<file path="config.mk">
export PLATFORM = sky130hd
export DESIGN_NAME = packet_framer_with_escaping_flat
export DESIGN_NICKNAME = d
export VERILOG_FILES = /design/src/rtl/pfe_pkg.sv /design/src/rtl/pfe_in_if.sv /design/src/rtl/pfe_out_if.sv /design/src/rtl/pfe_front.sv /design/src/rtl/pfe_queue.sv /design/src/rtl/pfe_back.sv /design/src/rtl/packet_framer_with_escaping.sv /design/src/flat_wrapper.sv
export SDC_FILE = /design/constraint.sdc
export NUM_CORES = 1
export LEC_CHECK = 0
export BUFFER_PORTS_ARGS = -buffer_cell sky130_fd_sc_hd__buf_2
export CORE_MARGIN = 5
export CORE_UTILIZATION = 55
export CTS_CLUSTER_SIZE = 28
export DETAILED_ROUTE_END_ITERATION = 10
export HOLD_SLACK_MARGIN = 0.12
export PLACE_DENSITY = 0.75
export SLEW_MARGIN = 15
export SYNTH_ARGS = -nofsm -noshare
export SYNTH_HDL_FRONTEND = slang
export SYNTH_SLANG_ARGS = --single-unit
</file>
<file path="constraint.sdc">
create_clock -name clk_i -period 13.1 [get_ports clk_i]
set_input_delay 2.62 -clock clk_i [delete_from_list [all_inputs] [get_ports clk_i]]
set_output_delay 2.62 -clock clk_i [all_outputs]
set_load 0.005 [all_outputs]
</file>
<file path="src/rtl/pfe_pkg.sv">
// ----------------------------------------------------------------------------
// pfe_pkg
// Types and constants shared by the packet framer blocks.
// ----------------------------------------------------------------------------
package pfe_pkg;

  typedef enum logic {
    OP_START = 1'b0,
    OP_DATA  = 1'b1
  } op_e;

  localparam logic [7:0] DelimChar  = 8'h2D;  // '-'
  localparam logic [7:0] EscChar    = 8'h3F;  // '?'
  localparam logic [7:0] EscSubChar = 8'h2A;  // '*'

  // byte positions of one frame, in wire order
  typedef enum logic [3:0] {
    ST_OPEN0  = 4'd0,
    ST_OPEN1  = 4'd1,
    ST_PNUM0  = 4'd2,
    ST_PNUM1  = 4'd3,
    ST_PNUM2  = 4'd4,
    ST_PNUM3  = 4'd5,
    ST_PID    = 4'd6,
    ST_DLEN0  = 4'd7,
    ST_DLEN1  = 4'd8,
    ST_DLEN2  = 4'd9,
    ST_DLEN3  = 4'd10,
    ST_DATA   = 4'd11,
    ST_CSUM   = 4'd12,
    ST_CLOSE0 = 4'd13,
    ST_CLOSE1 = 4'd14
  } step_e;

  // classified item handed from the front to the back
  typedef struct packed {
    logic        is_start;
    logic [31:0] pnum;
    logic [7:0]  pid;
    logic [31:0] dlen;
    logic [7:0]  dbyte;
    logic        close;
    logic [7:0]  csum;
  } cmd_t;

  // queue head as seen by the back end
  typedef struct packed {
    logic valid;
    cmd_t cmd;
  } head_t;

endpackage

</file>
<file path="src/rtl/pfe_in_if.sv">
// ----------------------------------------------------------------------------
// pfe_in_if
// Input channel of the framer: one start or payload word per handshake.
// ----------------------------------------------------------------------------
interface pfe_in_if;
  logic        valid;
  logic        ready;
  logic        operation;
  logic [31:0] packet_number;
  logic [7:0]  packet_id;
  logic [31:0] payload_len;
  logic [7:0]  data_byte;
  logic        close_frame;

  modport source (
    output valid, operation, packet_number, packet_id, payload_len, data_byte,
           close_frame,
    input  ready
  );
  modport sink (
    input  valid, operation, packet_number, packet_id, payload_len, data_byte,
           close_frame,
    output ready
  );
endinterface

</file>
<file path="src/rtl/pfe_out_if.sv">
// ----------------------------------------------------------------------------
// pfe_out_if
// Output channel of the framer: one wire byte per handshake.
// ----------------------------------------------------------------------------
interface pfe_out_if;
  logic       valid;
  logic       ready;
  logic [7:0] out_byte;
  logic       run_end;
  logic       frame_end;

  modport source (
    output valid, out_byte, run_end, frame_end,
    input  ready
  );
  modport sink (
    input  valid, out_byte, run_end, frame_end,
    output ready
  );
endinterface

</file>
<file path="src/rtl/pfe_front.sv">
// ----------------------------------------------------------------------------
// pfe_front
// Accepts input words, tracks the open frame and the running checksum.
// ----------------------------------------------------------------------------
module pfe_front (
  input  logic          clk_i,
  input  logic          rst_ni,
  pfe_in_if.sink        in_i,
  input  logic          full_i,
  output logic          push_o,
  output pfe_pkg::cmd_t cmd_o
);
  import pfe_pkg::*;

  logic       frame_open_q, frame_open_d;
  logic [7:0] xor_q, xor_d;
  logic [7:0] hdr_xor;
  logic [7:0] new_xor;
  logic       is_start;
  logic       accept;

  assign in_i.ready = ~full_i;
  assign accept     = in_i.valid & ~full_i;
  assign is_start   = (op_e'(in_i.operation) == OP_START);

  assign hdr_xor = in_i.packet_number[31:24] ^ in_i.packet_number[23:16] ^
                   in_i.packet_number[15:8]  ^ in_i.packet_number[7:0]   ^
                   in_i.packet_id ^
                   in_i.payload_len[31:24]   ^ in_i.payload_len[23:16]   ^
                   in_i.payload_len[15:8]    ^ in_i.payload_len[7:0];

  assign new_xor = is_start ? hdr_xor : (xor_q ^ in_i.data_byte);

  // payload outside a frame is taken and dropped
  assign push_o = accept & (is_start | frame_open_q);

  always_comb begin
    cmd_o.is_start = is_start;
    cmd_o.pnum     = in_i.packet_number;
    cmd_o.pid      = in_i.packet_id;
    cmd_o.dlen     = in_i.payload_len;
    cmd_o.dbyte    = in_i.data_byte;
    cmd_o.close    = in_i.close_frame;
    cmd_o.csum     = new_xor;
  end

  always_comb begin
    frame_open_d = frame_open_q;
    xor_d        = xor_q;
    if (push_o) begin
      if (in_i.close_frame) begin
        frame_open_d = 1'b0;
        xor_d        = 8'h00;
      end else begin
        frame_open_d = 1'b1;
        xor_d        = new_xor;
      end
    end
  end

  always_ff @(posedge clk_i or negedge rst_ni) begin
    if (!rst_ni) begin
      frame_open_q <= 1'b0;
      xor_q        <= 8'h00;
    end else begin
      frame_open_q <= frame_open_d;
      xor_q        <= xor_d;
    end
  end

endmodule

</file>
<file path="src/rtl/pfe_queue.sv">
// ----------------------------------------------------------------------------
// pfe_queue
// Short queue of classified words between the front and the back end.
// ----------------------------------------------------------------------------
module pfe_queue #(
  parameter int unsigned Depth = 2
) (
  input  logic           clk_i,
  input  logic           rst_ni,
  input  logic           push_i,
  input  pfe_pkg::cmd_t  cmd_i,
  input  logic           pop_i,
  output logic           full_o,
  output pfe_pkg::head_t head_o
);
  import pfe_pkg::*;

  localparam int unsigned PtrW = (Depth > 1) ? $clog2(Depth) : 1;
  localparam int unsigned CntW = $clog2(Depth + 1);
  localparam logic [PtrW-1:0] LastPtr = PtrW'(Depth - 1);
  localparam logic [CntW-1:0] FullCnt = CntW'(Depth);

  cmd_t            mem_q [Depth];
  logic [PtrW-1:0] wr_ptr_q, wr_ptr_d;
  logic [PtrW-1:0] rd_ptr_q, rd_ptr_d;
  logic [CntW-1:0] cnt_q, cnt_d;
  logic            do_push, do_pop;

  assign full_o   = (cnt_q == FullCnt);
  assign do_push  = push_i & ~full_o;
  assign do_pop   = pop_i & (cnt_q != '0);

  assign head_o.valid = (cnt_q != '0);
  assign head_o.cmd   = mem_q[rd_ptr_q];

  always_comb begin
    wr_ptr_d = wr_ptr_q;
    rd_ptr_d = rd_ptr_q;
    cnt_d    = cnt_q;
    if (do_push) begin
      wr_ptr_d = (wr_ptr_q == LastPtr) ? '0 : wr_ptr_q + PtrW'(1);
    end
    if (do_pop) begin
      rd_ptr_d = (rd_ptr_q == LastPtr) ? '0 : rd_ptr_q + PtrW'(1);
    end
    if (do_push && !do_pop) begin
      cnt_d = cnt_q + CntW'(1);
    end else if (do_pop && !do_push) begin
      cnt_d = cnt_q - CntW'(1);
    end
  end

  always_ff @(posedge clk_i) begin
    if (do_push) begin
      mem_q[wr_ptr_q] <= cmd_i;
    end
  end

  always_ff @(posedge clk_i or negedge rst_ni) begin
    if (!rst_ni) begin
      wr_ptr_q <= '0;
      rd_ptr_q <= '0;
      cnt_q    <= '0;
    end else begin
      wr_ptr_q <= wr_ptr_d;
      rd_ptr_q <= rd_ptr_d;
      cnt_q    <= cnt_d;
    end
  end

endmodule

</file>
<file path="src/rtl/pfe_back.sv">
// ----------------------------------------------------------------------------
// pfe_back
// Serializes queued words into escaped frame bytes behind an output register.
// ----------------------------------------------------------------------------
module pfe_back (
  input  logic           clk_i,
  input  logic           rst_ni,
  input  pfe_pkg::head_t head_i,
  output logic           pop_o,
  pfe_out_if.source      out_o
);
  import pfe_pkg::*;

  step_e      step_q, step_d;
  step_e      cur_step;
  step_e      next_step;
  logic       started_q, started_d;
  logic       esc_q, esc_d;
  logic       out_valid_q, out_valid_d;
  logic [7:0] out_byte_q, out_byte_d;
  logic       run_end_q, run_end_d;
  logic       frame_end_q, frame_end_d;
  logic [7:0] raw_byte;
  logic       is_body;
  logic       need_esc;
  logic       step_done;
  logic       last_step;
  logic       out_free;
  logic       emit;
  cmd_t       cmd;

  assign cmd      = head_i.cmd;
  assign out_free = ~out_valid_q | out_o.ready;
  assign emit     = head_i.valid & out_free;
  assign cur_step = started_q ? step_q : (cmd.is_start ? ST_OPEN0 : ST_DATA);

  // byte select for the current position
  always_comb begin
    raw_byte = DelimChar;
    is_body  = 1'b1;
    unique case (cur_step)
      ST_OPEN0, ST_OPEN1, ST_CLOSE0, ST_CLOSE1: begin
        raw_byte = DelimChar;
        is_body  = 1'b0;
      end
      ST_PNUM0: raw_byte = cmd.pnum[31:24];
      ST_PNUM1: raw_byte = cmd.pnum[23:16];
      ST_PNUM2: raw_byte = cmd.pnum[15:8];
      ST_PNUM3: raw_byte = cmd.pnum[7:0];
      ST_PID:   raw_byte = cmd.pid;
      ST_DLEN0: raw_byte = cmd.dlen[31:24];
      ST_DLEN1: raw_byte = cmd.dlen[23:16];
      ST_DLEN2: raw_byte = cmd.dlen[15:8];
      ST_DLEN3: raw_byte = cmd.dlen[7:0];
      ST_DATA:  raw_byte = cmd.dbyte;
      ST_CSUM:  raw_byte = cmd.csum;
      default: begin
        raw_byte = DelimChar;
        is_body  = 1'b0;
      end
    endcase
  end

  assign need_esc  = is_body & ((raw_byte == DelimChar) | (raw_byte == EscChar));
  assign step_done = ~need_esc | esc_q;
  assign last_step = (cur_step == ST_CLOSE1) |
                     (((cur_step == ST_DLEN3) | (cur_step == ST_DATA)) & ~cmd.close);

  // next state
  always_comb begin
    unique case (cur_step)
      ST_OPEN0:  next_step = ST_OPEN1;
      ST_OPEN1:  next_step = ST_PNUM0;
      ST_PNUM0:  next_step = ST_PNUM1;
      ST_PNUM1:  next_step = ST_PNUM2;
      ST_PNUM2:  next_step = ST_PNUM3;
      ST_PNUM3:  next_step = ST_PID;
      ST_PID:    next_step = ST_DLEN0;
      ST_DLEN0:  next_step = ST_DLEN1;
      ST_DLEN1:  next_step = ST_DLEN2;
      ST_DLEN2:  next_step = ST_DLEN3;
      ST_DLEN3:  next_step = ST_CSUM;
      ST_DATA:   next_step = ST_CSUM;
      ST_CSUM:   next_step = ST_CLOSE0;
      ST_CLOSE0: next_step = ST_CLOSE1;
      ST_CLOSE1: next_step = ST_OPEN0;
      default:   next_step = ST_OPEN0;
    endcase
  end

  always_comb begin
    step_d    = step_q;
    started_d = started_q;
    esc_d     = esc_q;
    if (emit) begin
      if (!step_done) begin
        esc_d     = 1'b1;
        step_d    = cur_step;
        started_d = 1'b1;
      end else if (last_step) begin
        esc_d     = 1'b0;
        started_d = 1'b0;
      end else begin
        esc_d     = 1'b0;
        step_d    = next_step;
        started_d = 1'b1;
      end
    end
  end

  // outputs
  always_comb begin
    pop_o       = emit & step_done & last_step;
    out_valid_d = out_valid_q & ~out_o.ready;
    out_byte_d  = out_byte_q;
    run_end_d   = run_end_q;
    frame_end_d = frame_end_q;
    if (emit) begin
      out_valid_d = 1'b1;
      if (need_esc && !esc_q) begin
        out_byte_d = EscChar;
      end else if (esc_q) begin
        out_byte_d = (raw_byte == DelimChar) ? DelimChar : EscSubChar;
      end else begin
        out_byte_d = raw_byte;
      end
      run_end_d   = step_done & last_step;
      frame_end_d = (cur_step == ST_CLOSE1);
    end
  end

  always_ff @(posedge clk_i) begin
    out_byte_q  <= out_byte_d;
    run_end_q   <= run_end_d;
    frame_end_q <= frame_end_d;
  end

  always_ff @(posedge clk_i or negedge rst_ni) begin
    if (!rst_ni) begin
      step_q      <= ST_OPEN0;
      started_q   <= 1'b0;
      esc_q       <= 1'b0;
      out_valid_q <= 1'b0;
    end else begin
      step_q      <= step_d;
      started_q   <= started_d;
      esc_q       <= esc_d;
      out_valid_q <= out_valid_d;
    end
  end

  assign out_o.valid     = out_valid_q;
  assign out_o.out_byte  = out_byte_q;
  assign out_o.run_end   = run_end_q;
  assign out_o.frame_end = frame_end_q;

  a_frame_end_delim: assert property (@(posedge clk_i) disable iff (!rst_ni)
    out_valid_q && frame_end_q |-> run_end_q && (out_byte_q == DelimChar))
    else $error("frame end not on a closing delimiter word");

  a_esc_follows_marker: assert property (@(posedge clk_i) disable iff (!rst_ni)
    esc_q |-> out_valid_q && (out_byte_q == EscChar) && head_i.valid && started_q)
    else $error("escape pending without an escape marker word");

  a_pop_ends_run: assert property (@(posedge clk_i) disable iff (!rst_ni)
    pop_o |=> out_valid_q && run_end_q)
    else $error("item retired without a run end word");

endmodule

</file>
<file path="src/rtl/packet_framer_with_escaping.sv">
// ----------------------------------------------------------------------------
// packet_framer_with_escaping
// Transmit framer with byte stuffing and an XOR checksum.
// ----------------------------------------------------------------------------
// path: the first word of an item passes the queue, then the output register
// throughput: one output word per cycle from the byte sequencer in pfe_back while
// the queue holds an item and out_o.ready does not stall the output register;
// escaping adds words, and a payload item outside a frame gives no output words
// reset: no frame open, checksum zero, queue and output register empty
module packet_framer_with_escaping #(
  parameter int unsigned QueueDepth = 2
) (
  input  logic      clk_i,
  input  logic      rst_ni,
  pfe_in_if.sink    in_i,
  pfe_out_if.source out_o
);
  import pfe_pkg::*;

  logic  push;
  logic  full;
  logic  pop;
  cmd_t  cmd;
  head_t head;

  pfe_front u_front (
    .clk_i  (clk_i),
    .rst_ni (rst_ni),
    .in_i   (in_i),
    .full_i (full),
    .push_o (push),
    .cmd_o  (cmd)
  );

  pfe_queue #(
    .Depth (QueueDepth)
  ) u_queue (
    .clk_i  (clk_i),
    .rst_ni (rst_ni),
    .push_i (push),
    .cmd_i  (cmd),
    .pop_i  (pop),
    .full_o (full),
    .head_o (head)
  );

  pfe_back u_back (
    .clk_i  (clk_i),
    .rst_ni (rst_ni),
    .head_i (head),
    .pop_o  (pop),
    .out_o  (out_o)
  );

endmodule
</file>
<file path="src/flat_wrapper.sv">
// flat-port wrapper written by rule: the top's interface ports become plain ports
module packet_framer_with_escaping_flat import pfe_pkg::*;
#(
  parameter int unsigned QueueDepth = 2
)
  (clk_i, rst_ni, in_i_valid, in_i_operation, in_i_packet_number, in_i_packet_id, in_i_payload_len, in_i_data_byte, in_i_close_frame, in_i_ready, out_o_valid, out_o_out_byte, out_o_run_end, out_o_frame_end, out_o_ready);
  pfe_in_if in_i_i ();
  pfe_out_if out_o_i ();
  input  logic clk_i;
  input  logic rst_ni;
  input wire logic [$bits(in_i_i.valid)-1:0] in_i_valid;
  input wire logic [$bits(in_i_i.operation)-1:0] in_i_operation;
  input wire logic [$bits(in_i_i.packet_number)-1:0] in_i_packet_number;
  input wire logic [$bits(in_i_i.packet_id)-1:0] in_i_packet_id;
  input wire logic [$bits(in_i_i.payload_len)-1:0] in_i_payload_len;
  input wire logic [$bits(in_i_i.data_byte)-1:0] in_i_data_byte;
  input wire logic [$bits(in_i_i.close_frame)-1:0] in_i_close_frame;
  output wire logic [$bits(in_i_i.ready)-1:0] in_i_ready;
  output wire logic [$bits(out_o_i.valid)-1:0] out_o_valid;
  output wire logic [$bits(out_o_i.out_byte)-1:0] out_o_out_byte;
  output wire logic [$bits(out_o_i.run_end)-1:0] out_o_run_end;
  output wire logic [$bits(out_o_i.frame_end)-1:0] out_o_frame_end;
  input wire logic [$bits(out_o_i.ready)-1:0] out_o_ready;
  assign in_i_i.valid = in_i_valid;
  assign in_i_i.operation = in_i_operation;
  assign in_i_i.packet_number = in_i_packet_number;
  assign in_i_i.packet_id = in_i_packet_id;
  assign in_i_i.payload_len = in_i_payload_len;
  assign in_i_i.data_byte = in_i_data_byte;
  assign in_i_i.close_frame = in_i_close_frame;
  assign in_i_ready = in_i_i.ready;
  assign out_o_valid = out_o_i.valid;
  assign out_o_out_byte = out_o_i.out_byte;
  assign out_o_run_end = out_o_i.run_end;
  assign out_o_frame_end = out_o_i.frame_end;
  assign out_o_i.ready = out_o_ready;
  packet_framer_with_escaping #(.QueueDepth(QueueDepth)) u_core (.clk_i(clk_i), .rst_ni(rst_ni), .in_i(in_i_i), .out_o(out_o_i));
endmodule
</file>
Word level (Yosys, flattened, before mapping)
Memories as Yosys holds them, arrays and structs flattened.
Cells that the tools add are included.
- register bits after elaboration: 30
- RAM bits: 180
- bits in read-only memories: 64
- bits of input ports: 86
- output and inout bits: 12
- word-level logic and storage cells: 97
- memories: 2
- memory list (name ; words ; bits a word ; rd ports ; clocked after Yosys merged registers in ; wr ports ; RTL line ; RTL):
    u_core.u_queue.mem_q ; 2 ; 90 ; 1 ; 0 ; 1 ; pfe_queue.sv:23 ; cmd_t mem_q [Depth];
    (no name shown) ; 16 ; 4 ; 1 ; 0 ; 0 ; pfe_back.sv:71 ; unique case (cur_step)
- add/subtract/negate cells: 4
- eq/ne operators: 16
- mux-type cells: 21
- bitwise operators: 32
- reductions and logical operators: 10
- operators by type and width (kind ; number):
    case mux 8 bit (11 select lines) ; 1
    bitwise XOR 8 bit ; 9
    equality test 4 bit (second input constant) ; 6
    two-way mux 8 bit ; 3
    equality test 4 x 3 -> 1 bit (second input constant) ; 4
    equality test 8 x 6 -> 1 bit (second input constant) ; 2
    two-way mux 4 bit ; 4
    AND 1 bit ; 11
    OR reduction 11 bit ; 1
    two-way mux 1 bit ; 10
    equality test 4 x 2 -> 1 bit (second input constant) ; 2
    NOT 1 bit ; 6
    OR 1 bit ; 6
    two-way mux 2 bit ; 2
    nonzero test 2 bit ; 2
    logical AND 1 bit ; 3
    zero test 1 bit ; 3
    two-way mux 3 bit ; 1
    adder 1 bit (second input constant) ; 2
    adder 2 x 1 -> 2 bit (second input constant) ; 1
    equality test 2 bit (second input constant) ; 1
    != test 2 bit (second input constant) ; 1
    AND reduction 2 bit ; 1
    subtractor 2 x 1 -> 2 bit (second input constant) ; 1

Longest topological paths before layout
Gate-level depths: netlist (run 1).
An unclocked memory read counts as a cell.
- word-level depth: 16
- gate-level depth with buffers: 22
- mapped depth without buffers: 18

By module
A second synthesis (run 1) with hierarchy kept.
- cells, all modules: 725
- area, all modules: 10457.5 µm²
- by module, submodules not included (module ; times used ; cells each ; area an instance (µm²) ; seq. area each (µm²)):
    pfe_queue ; 1 ; 299 ; 6741.5 ; 5505.3
    pfe_back ; 1 ; 236 ; 1971.9 ; 475.5
    pfe_front ; 1 ; 190 ; 1744.2 ; 225.2

Worst setup path after synthesis (run 1)
OpenSTA, ideal clock, no wires.
- path kind: in2reg
- start point: in in_i_operation
- end point: mem u_core.u_queue.mem_q[0][0] (netlist name) (enable)
- library setup time: 0.540 ns
- data arrival time: 6.828 ns
- required time: 12.560 ns
- setup slack: 5.732 ns
- stages: 4
- buffers on the path: 1
- cell sequence: inv_1 o211ai_1 clkbuf_1 nor2_1
- cells in the longest elaborated chain, start to end: 6
- RTL lines (item ; RTL line ; RTL):
    from (decl) ; flat_wrapper.sv:12 ; input wire logic [$bits(in_i_i.operation)-1:0] in_i_operation;
    NOT 1 bit ; pfe_front.sv:24 ; assign is_start = (op_e'(in_i.operation) == OP_START);
    OR 1 bit ; pfe_front.sv:35 ; assign push_o = accept & (is_start | frame_open_q);
    AND 1 bit ; pfe_front.sv:35 ;
    AND 1 bit ; pfe_queue.sv:30 ; assign do_push = push_i & ~full_o;
    two-way mux 1 bit ; pfe_queue.sv:54 ; if (do_push) begin
    two-way mux 1 bit (implied by the code) ; pfe_queue.sv:55 ; mem_q[wr_ptr_q] <= cmd_i;
    to (decl) ; pfe_queue.sv:23 ;
Every way passes these cells.

Worst setup path in the final report (run 1)
- start point: reg u_core.u_queue.rd_ptr_q
- end point: reg u_core.u_queue.cnt_q[1]
- cells in the longest elaborated chain, start to end: 16
- elaborated cells on any way between the ends: 36
- classes of those cells: eq/ne: 14; mux: 5; bitwise: 11; reduce/logical: 5; memory: 1
- RTL lines (item ; RTL line ; RTL):
    from (decl) ; pfe_queue.sv:25 ; logic [PtrW-1:0] rd_ptr_q, rd_ptr_d;
    from (signal assigned) ; pfe_queue.sv:66 ; rd_ptr_q <= rd_ptr_d;
    memory (2 x 90 bit) (*) ; -- ;
    two-way mux 4 bit (2 in series) ; pfe_back.sv:35 ; assign cur_step = started_q ? step_q : (cmd.is_start ? ST_OPEN0 : ST_DATA);
    equality test 4 bit, or another cell as far along ; pfe_back.sv:41 ; unique case (cur_step)
    case mux 8 bit (11 select lines) ; pfe_back.sv:41 ;
    equality test 8 x 6 -> 1 bit ; pfe_back.sv:64 ; assign need_esc = is_body & ((raw_byte == DelimChar) | (raw_byte == EscChar));
    OR 1 bit ; pfe_back.sv:64 ;
    AND 1 bit ; pfe_back.sv:64 ;
    NOT 1 bit ; pfe_back.sv:65 ; assign step_done = ~need_esc | esc_q;
    OR 1 bit ; pfe_back.sv:65 ;
    AND 1 bit ; pfe_back.sv:113 ; pop_o = emit & step_done & last_step;
    AND 1 bit (*) ; pfe_back.sv:113 ;
    AND 1 bit (*) ; pfe_queue.sv:31 ; assign do_pop = pop_i & (cnt_q != '0);
    zero test 1 bit ; pfe_queue.sv:46 ; if (do_push && !do_pop) begin
    logical AND 1 bit ; pfe_queue.sv:46 ;
    two-way mux 2 bit / nonzero test 2 bit (equally long branches) ; -- ;
    to (signal assigned) ; pfe_queue.sv:67 ; cnt_q <= cnt_d;
    to (decl) ; pfe_queue.sv:26 ; logic [CntW-1:0] cnt_q, cnt_d;
Every way passes the cells marked *; elsewhere a longest branch is shown, timed or not.
A chain may end at the register's enable or synchronous reset.

==> results.json, run 1 <==
{
  "drive_gt1_frac": 0.2528,
  "tightest_slew_ns": 1.099,
  "netlist_instances": 613,
  "dp_cells": 907,
  "rrSetupSlack_ns": 7.69,
  "cts_resized": 0,
  "skew_ns": 0.01154,
  "cts_hold_buf": 0,
  "via_count": 5494,
  "start_kind": "register",
  "hold_viol": 0,
  "cts-root-buf": "clkbuf_16",
  "cellLeakagePower_nw": 3.848,
  "crit_end": "u_core.u_queue.cnt_q[1]$_DFFE_PN0P_",
  "place.detailed.hpwl_mm": 13.41,
  "seq_area_um2": 6210,
  "cts.sinks": 210,
  "finalWirelength_mm": 19.89,
  "setup_viol": 0,
  "synth.cell_area_um2": 9376,
  "peakVddDrop_v": 0.0001229,
  "fmax_mhz": 184.9,
  "ys_warn_count": 0,
  "crit_type": "reg -> reg",
  "endpoint_kind": "register",
  "ant_nets": 0,
  "worstPathArrival_ns": 5.82,
  "fin_cells": 944,
  "overflow": 0,
  "cellPowerDensity_nw_per_um2": 227.0,
  "clockBufferDepth": 3,
  "status": "complete, no violations",
  "cpMostUsedCell": "nor2_1",
  "fillers": 1256,
  "diodes": 0,
  "grt_pass1_wl_mm": 31.37,
  "hold_path_class": "reg -> reg",
  "synth_edf_count": 190,
  "drt_iter0_markers": 538,
  "ios": 98,
  "portBuffers": 97,
  "syn_to_final_growth_pct": 13.26,
  "syn_avg_cell_area_um2": 15.30,
  "worstPathCellList": "mux2_4 > nor2_1 > a21oi_1 > inv_1 > ha_1 > a21bo_2 > nor2_1 > a311o_1 > a2111oi_0 > nor2b_1 > nand4_2 > or3_1 > and3_4 > inv_1 > ha_1 > xor2_1 > nor2_1 > xor2_1",
  "viasPerCell": 5.820,
  "synth-seq-area-share": 0.6619,
  "relSlewSlack": 0.2653,
  "multiInputGateArea_um2": 2940,
  "fin_nets": 804,
  "drc": 0,
  "cpMaxStageDelayCell": "dfrtp_4",
  "routabilityCongestion": 0.9073,
  "track_usage": 0.2011,
  "core_um2": 16640,
  "drtPass1Iterations": 5,
  "ys_types": 60,
  "die-area_um2": 19760,
  "numCtsBuffers": 21,
  "die_height_um": 140.6,
  "r2r_cells": 18,
  "htree_levels": 1,
  "max_stage_delay_ns": 0.94,
  "grt_start_max_net_pins": 55,
  "antenna_found_initial": 0,
  "r2r-start": "u_core.u_queue.rd_ptr_q$_DFFE_PN0P_",
  "critical_path_depth": 18,
  "setup-tns-final_ns": 0,
  "critPathBufInv": 2,
  "worst_ep_required_time_ns": 13.51,
  "ys_ff_latch": 210,
  "ys.flop_type": "edfxtp_1",
  "row_count": 47,
  "crit_family": "compound AO/OA/AOI/OAI gates",
  "period_share": 0.4128,
  "worstSkewPairLatency_ns": 0.48,
  "critPathLaunch": "u_core.u_queue.rd_ptr_q$_DFFE_PN0P_",
  "die_w_um": 140.6,
  "syn-num-nets": 707,
  "r2r-end": "u_core.u_queue.cnt_q[1]$_DFFE_PN0P_",
  "place_ws_ns": 7.712,
  "wire_per_inst_um": 21.07,
  "drv_slew": 0,
  "cts_setup_buffers": 0,
  "path_max_fanout": 46,
  "path_clk_slew_ns": 0.06,
  "synthArstFlopShare": 0.09524,
  "period_needed_ns": 5.407,
  "rsz0062_at_grt": "false",
  "cts_tree": "done",
  "initial_core_util": 0.5634,
  "cap_violations": 0,
  "setup_slack_ns": 7.693,
  "grt_pass1_vias": 5679
}
sequential cells by signal (all words and copies together), names as in the netlist, 2 cells and up:
| register | flops |
|---|---|
| u_core.u_front.xor_q | 8 |
| u_core.u_queue.cnt_q | 2 |
| u_core.u_queue.mem_q | 180 |
| u_core.u_back.out_o.out_byte | 8 |
| u_core.u_back.step_q | 4 |
layout make-up:
type                       instances  area share
clock buffer                      30     0.05549
clock inverter                     7    0.003534
inverter                          14    0.004948
multi-input combinational        362      0.2769
sequential                       210      0.5847
tap                              220     0.02592
timing repair buffer             101     0.04854
cells by family after synthesis:
family                     synth area share
and+or+nand+nor                     0.04430
AOI/OAI and AO/OA                   0.07993
adders and majority gates           0.01068
xor gates and xnor gates            0.07286
buffers and inverters               0.02562
DFF                                  0.6619
muxes                                0.1048
report_power, final:
group	switching [W]	internal, W	total, W
Clock	0.000228	0.000312	0.000540
Combinational	0.000508	0.000343	0.000852
Sequential	0.0000923	0.000926	0.00102
synth_stat cells, types with 3 or more instances:
| library cell | n | area (um^2) |
|---|---|---|
| nor2_1 | 19 | 71.32 |
| edfxtp_1 | 190 | 5705 |
| nand3_1 | 9 | 45.04 |
| mux2i_1 | 46 | 460.4 |
| buf_4 | 6 | 45.04 |
| and3_1 | 3 | 18.77 |
| o21ai_0 | 15 | 75.07 |
| o221ai_1 | 3 | 26.28 |
| mux2_2 | 32 | 360.4 |
| o22ai_1 | 14 | 87.58 |
| mux2_4 | 4 | 60.06 |
| nand2_1 | 25 | 93.84 |
| o22a_1 | 4 | 35.03 |
| buf_6 | 3 | 33.78 |
| nor3_1 | 6 | 30.03 |
| o211ai_1 | 3 | 22.52 |
| or3_1 | 5 | 31.28 |
| a22o_1 | 9 | 78.83 |
| buf_2 | 7 | 35.03 |
| xnor2_1 | 58 | 508.0 |
| mux4_2 | 4 | 90.09 |
| dfrtp_1 | 20 | 500.5 |
| ha_1 | 8 | 100.1 |
| inv_1 | 13 | 48.80 |
| a21oi_1 | 18 | 90.09 |
| xor2_1 | 20 | 175.2 |
| and2_1 | 3 | 18.77 |
| clkbuf_1 | 9 | 33.78 |
| nand2b_1 | 5 | 31.28 |
| a22oi_1 | 12 | 90.09 |
per-layer routing:
metal | vias up | GRT usage | share of wire
li1 | 2533 | - | -
met1 | 2704 | 0.2817 | 0.42
met2 | 223 | 0.3203 | 0.47
met3 | 34 | 0.05113 | 0.087
met4 | 0 | 0.04844 | 0.018
met5 | - | 0 | 0
stage by stage:
stage / hold WS, ns / util / total power [W] / instance area (um^2)
after global routing: 0.4967 / 0.6381 / 0.002544 / 10620
final: 0.4811 / 0.6381 / 0.002410 / 10620
after global placement: 0.4637 / 0.6005 / 0.001848 / 9993
after detailed placement: 0.4689 / 0.6005 / 0.001875 / 9993
after CTS: 0.4822 / 0.6381 / 0.002420 / 10620
after floorplan: 0.4507 / - / 0.001648 / 9376
layout by cell type, fill, tap and decap left out, types with 4 or more instances in the layout:
cell	instances
inv_1	13
a22oi_1	12
xor2_1	20
a21oi_1	18
edfxtp_1	190
nand2b_1	5
nand3_1	9
o22ai_1	14
o22a_1	4
mux4_2	4
mux2_4	4
ha_1	8
buf_2	97
mux2_2	32
o21ai_0	15
or3_1	5
xnor2_1	58
clkbuf_16	21
nand2_1	25
nor3_1	6
clkbuf_1	6
nor2_1	18
dfrtp_1	19
mux2i_1	46
a22o_1	9
buf_4	4
worst min-delay path by stage:
stage | slack (ns) | end | cells after the start | startpoint
2_1_floorplan | 0.45 | u_core.u_front.frame_open_q$_DFFE_PN0P_ | 1 | u_core.u_front.frame_open_q$_DFFE_PN0P_
3_3_place_gp | 0.46 | u_core.u_front.frame_open_q$_DFFE_PN0P_ | 1 | u_core.u_front.frame_open_q$_DFFE_PN0P_
3_5_place_dp | 0.47 | u_core.u_front.frame_open_q$_DFFE_PN0P_ | 1 | u_core.u_front.frame_open_q$_DFFE_PN0P_
4_1_cts | 0.48 | u_core.u_front.frame_open_q$_DFFE_PN0P_ | 1 | u_core.u_front.frame_open_q$_DFFE_PN0P_
5_1_grt | 0.50 | u_core.u_front.frame_open_q$_DFFE_PN0P_ | 1 | u_core.u_front.frame_open_q$_DFFE_PN0P_
6_report | 0.48 | u_core.u_front.frame_open_q$_DFFE_PN0P_ | 1 | u_core.u_front.frame_open_q$_DFFE_PN0P_
worst reg2reg max path: stages, from the launching register on:
cell	delay [ns]
dfrtp_4	0.94
mux2_4	0.33
nor2_1	0.06
a21oi_1	0.34
inv_1	0.19
ha_1	0.51
a21bo_2	0.48
nor2_1	0.08
a311o_1	0.31
a2111oi_0	0.61
nor2b_1	0.13
nand4_2	0.15
or3_1	0.33
and3_4	0.26
inv_1	0.04
ha_1	0.18
xor2_1	0.14
nor2_1	0.11
xor2_1	0.14
Note: power is estimated with default switching activity, not from simulation.
==> run 2, diff against run 1 <==
--- a/config.mk
+++ b/config.mk
@@ -7,11 +7,11 @@
 export LEC_CHECK = 0
 export BUFFER_PORTS_ARGS = -buffer_cell sky130_fd_sc_hd__buf_2
 export CORE_MARGIN = 5
-export CORE_UTILIZATION = 55
+export CORE_UTILIZATION = 53
 export CTS_CLUSTER_SIZE = 28
 export DETAILED_ROUTE_END_ITERATION = 10
 export HOLD_SLACK_MARGIN = 0.12
-export PLACE_DENSITY = 0.75
+export PLACE_DENSITY = 0.76
 export SLEW_MARGIN = 15
 export SYNTH_ARGS = -nofsm -noshare
 export SYNTH_HDL_FRONTEND = slang
==> constraint.sdc (replaced) <==
create_clock -name clk_i -period 4.46 [get_ports clk_i]
set_input_delay 0.892 -clock clk_i [delete_from_list [all_inputs] [get_ports clk_i]]
set_output_delay 0.892 -clock clk_i [all_outputs]
set_load 0.005 [all_outputs]
==> results.json, run 2 (synthesis results as in run 1) <==
{
  "cts.sinks": 210,
  "rsz0062_at_grt": "false",
  "crit_type": "reg -> reg",
  "period_needed_ns": 4.164,
  "grt_pass1_wl_mm": 32.64,
  "htree_levels": 1,
  "ios": 98,
  "pwr-share-seq": 0.392,
  "mostFrequentLayoutCells": "edfxtp_1, buf_2, xnor2_1",
  "worst_ep_required_time_ns": 4.84,
  "endpoint_kind": "register",
  "row_count": 48,
  "worstSkewPairLatency_ns": 0.50,
  "hold_slack_ns": 0.3962,
  "skew_ns": 0.008201,
  "overflow": 0,
  "hold_path_class": "in -> async",
  "period_share": 0.9335,
  "hold_viol": 0,
  "tightest_slew_ns": 1.109,
  "p_sw_w": 0.002535,
  "drc": 0,
  "syn_to_final_growth_pct": 15.32,
  "routabilityCongestion": 0.9205,
  "antenna_found_initial": 0,
  "drv_slew": 0,
  "cts_setup_buffers": 0,
  "setup-tns-final_ns": 0,
  "path_max_fanout": 13,
  "p_int_w": 0.004861,
  "largest-register": "u_core.u_queue.mem_q",
  "initial_core_util": 0.5402,
  "portBuffers": 97,
  "die_w_um": 143.0,
  "core_um2": 17360,
  "grt_start_max_net_pins": 88,
  "start_kind": "register",
  "via_count": 5592,
  "diodes": 0,
  "ant_nets": 0,
  "fin_nets": 814,
  "cellPowerDensity_nw_per_um2": 684.0,
  "finalWirelength_mm": 20.98,
  "die_height_um": 143.0,
  "status": "complete, no violations",
  "fmax_mhz": 240.2,
  "cap_violations": 0,
  "drt_iter0_markers": 486,
  "place.detailed.hpwl_mm": 14.19,
  "setup_viol": 0,
  "final_common_cell": "edfxtp_1",
  "cts-root-buf": "clkbuf_16",
  "worstPathArrival_ns": 4.55,
  "die-area_um2": 20450,
  "cellLeakagePower_nw": 3.950,
  "viasPerCell": 5.825,
  "relSlewSlack": 0.2578,
  "clockBufferDepth": 3,
  "track_usage": 0.2075,
  "peakVddDrop_v": 0.0003980,
  "p_clk_frac": 0.239,
  "cts_tree": "done",
  "drive_gt1_frac": 0.2721,
  "drtPass1Iterations": 5,
  "largest_register_ffs": 180,
  "numCtsBuffers": 22,
  "grt_pass1_vias": 5901,
  "swShare": 0.3428,
  "path_clk_slew_ns": 0.06,
  "power_frac_comb": 0.368,
  "wire_per_inst_um": 21.85
}
## run 2: cell count changes in the layout (fill, tap and decap cells not counted), sizes merged
| cell | change |
|---|---|
| buf | +9 |
| clkinv | +3 |
| clkbuf | -3 |
| bufinv | +2 |
| clkinvlp | -1 |
| inv | +1 |
## run 2: worst paths after layout
check                                                   startpoint                                       to  slack (ns)  cells past startpoint
setup / recovery               u_core.u_queue.rd_ptr_q$_DFFE_PN0P_      u_core.u_queue.cnt_q[1]$_DFFE_PN0P_        0.30                     19
hold / removal                                              rst_ni      u_core.u_front.xor_q[2]$_DFFE_PN0P_        0.40                      1
setup reg to reg               u_core.u_queue.rd_ptr_q$_DFFE_PN0P_      u_core.u_queue.cnt_q[1]$_DFFE_PN0P_        0.30                     19
hold reg to reg            u_core.u_front.frame_open_q$_DFFE_PN0P_  u_core.u_front.frame_open_q$_DFFE_PN0P_        0.49                      1
max in group asynchronous                                   rst_ni      u_core.u_queue.rd_ptr_q$_DFFE_PN0P_        3.62                      1
min in group clk_i         u_core.u_front.frame_open_q$_DFFE_PN0P_  u_core.u_front.frame_open_q$_DFFE_PN0P_        0.49                      1
## run 2: final cells by class
type / instances / area [um^2]
Fill cell: 1282 / 6544
Tap cell: 225 / 281.5
Sequential cell: 210 / 6210
Inverter: 14 / 52.55
Clock buffer: 27 / 590.6
Clock inverter: 12 / 115.1
Timing Repair Buffer: 110 / 608.1
Multi-Input combinational cell: 362 / 2955
## run 2: worst max-delay path: stages (launching register included)
cell       delay, ns
dfrtp_4         0.49
mux2_4          0.34
nor2_1          0.16
a21oi_1         0.08
buf_4           0.16
ha_1            0.30
buf_4           0.23
nand2_1         0.09
mux4_2          0.23
o2111ai_1       0.12
a21oi_1         0.23
nor2b_1         0.20
nand4_2         0.15
or3_4           0.47
and3_4          0.20
inv_1           0.05
ha_1            0.15
xor2_1          0.16
nor2_1          0.07
xor2_1          0.14
## run 2: power groups by stage
stage,clock [W],combinational [W],sequential [W]
2_1_floorplan,0,0.00194,0.00289
3_3_place_gp,0,0.00264,0.00291
3_5_place_dp,0,0.00267,0.00294
4_1_cts,0.00180,0.00269,0.00290
5_1_grt,0.00190,0.00294,0.00293
6_report,0.00177,0.00272,0.00290
## run 2: routing by layer
metal | vias to the layer above | global-route usage | wire [um]
met3 | 41 | 0.03818 | 1484
met4 | 0 | 0.04802 | 486
met5 | - | 0 | 0
met1 | 2786 | 0.2862 | 8666
li1 | 2556 | - | -
met2 | 209 | 0.3467 | 10340
## run 2: what timing repair did
item,in CTS,in global routing
hold buffers,0,0
endpoints found under the hold margin,0,0
endpoints found under the setup margin,0,2
gates resized for setup,0,5
## run 2: stage by stage
stage          utilization  instance area [um^2]  instances  power [W]  setup WS [ns]
2_1_floorplan            -                  9379        613   0.004831         0.3376
3_3_place_gp        0.5815                 10090        921   0.005555         0.3381
3_5_place_dp        0.5815                 10090        921   0.005611         0.2756
4_1_cts             0.6221                 10800        960   0.007392         0.2421
5_1_grt             0.6230                 10810        960   0.007771         0.1101
6_report            0.6230                 10810        960   0.007396         0.2964
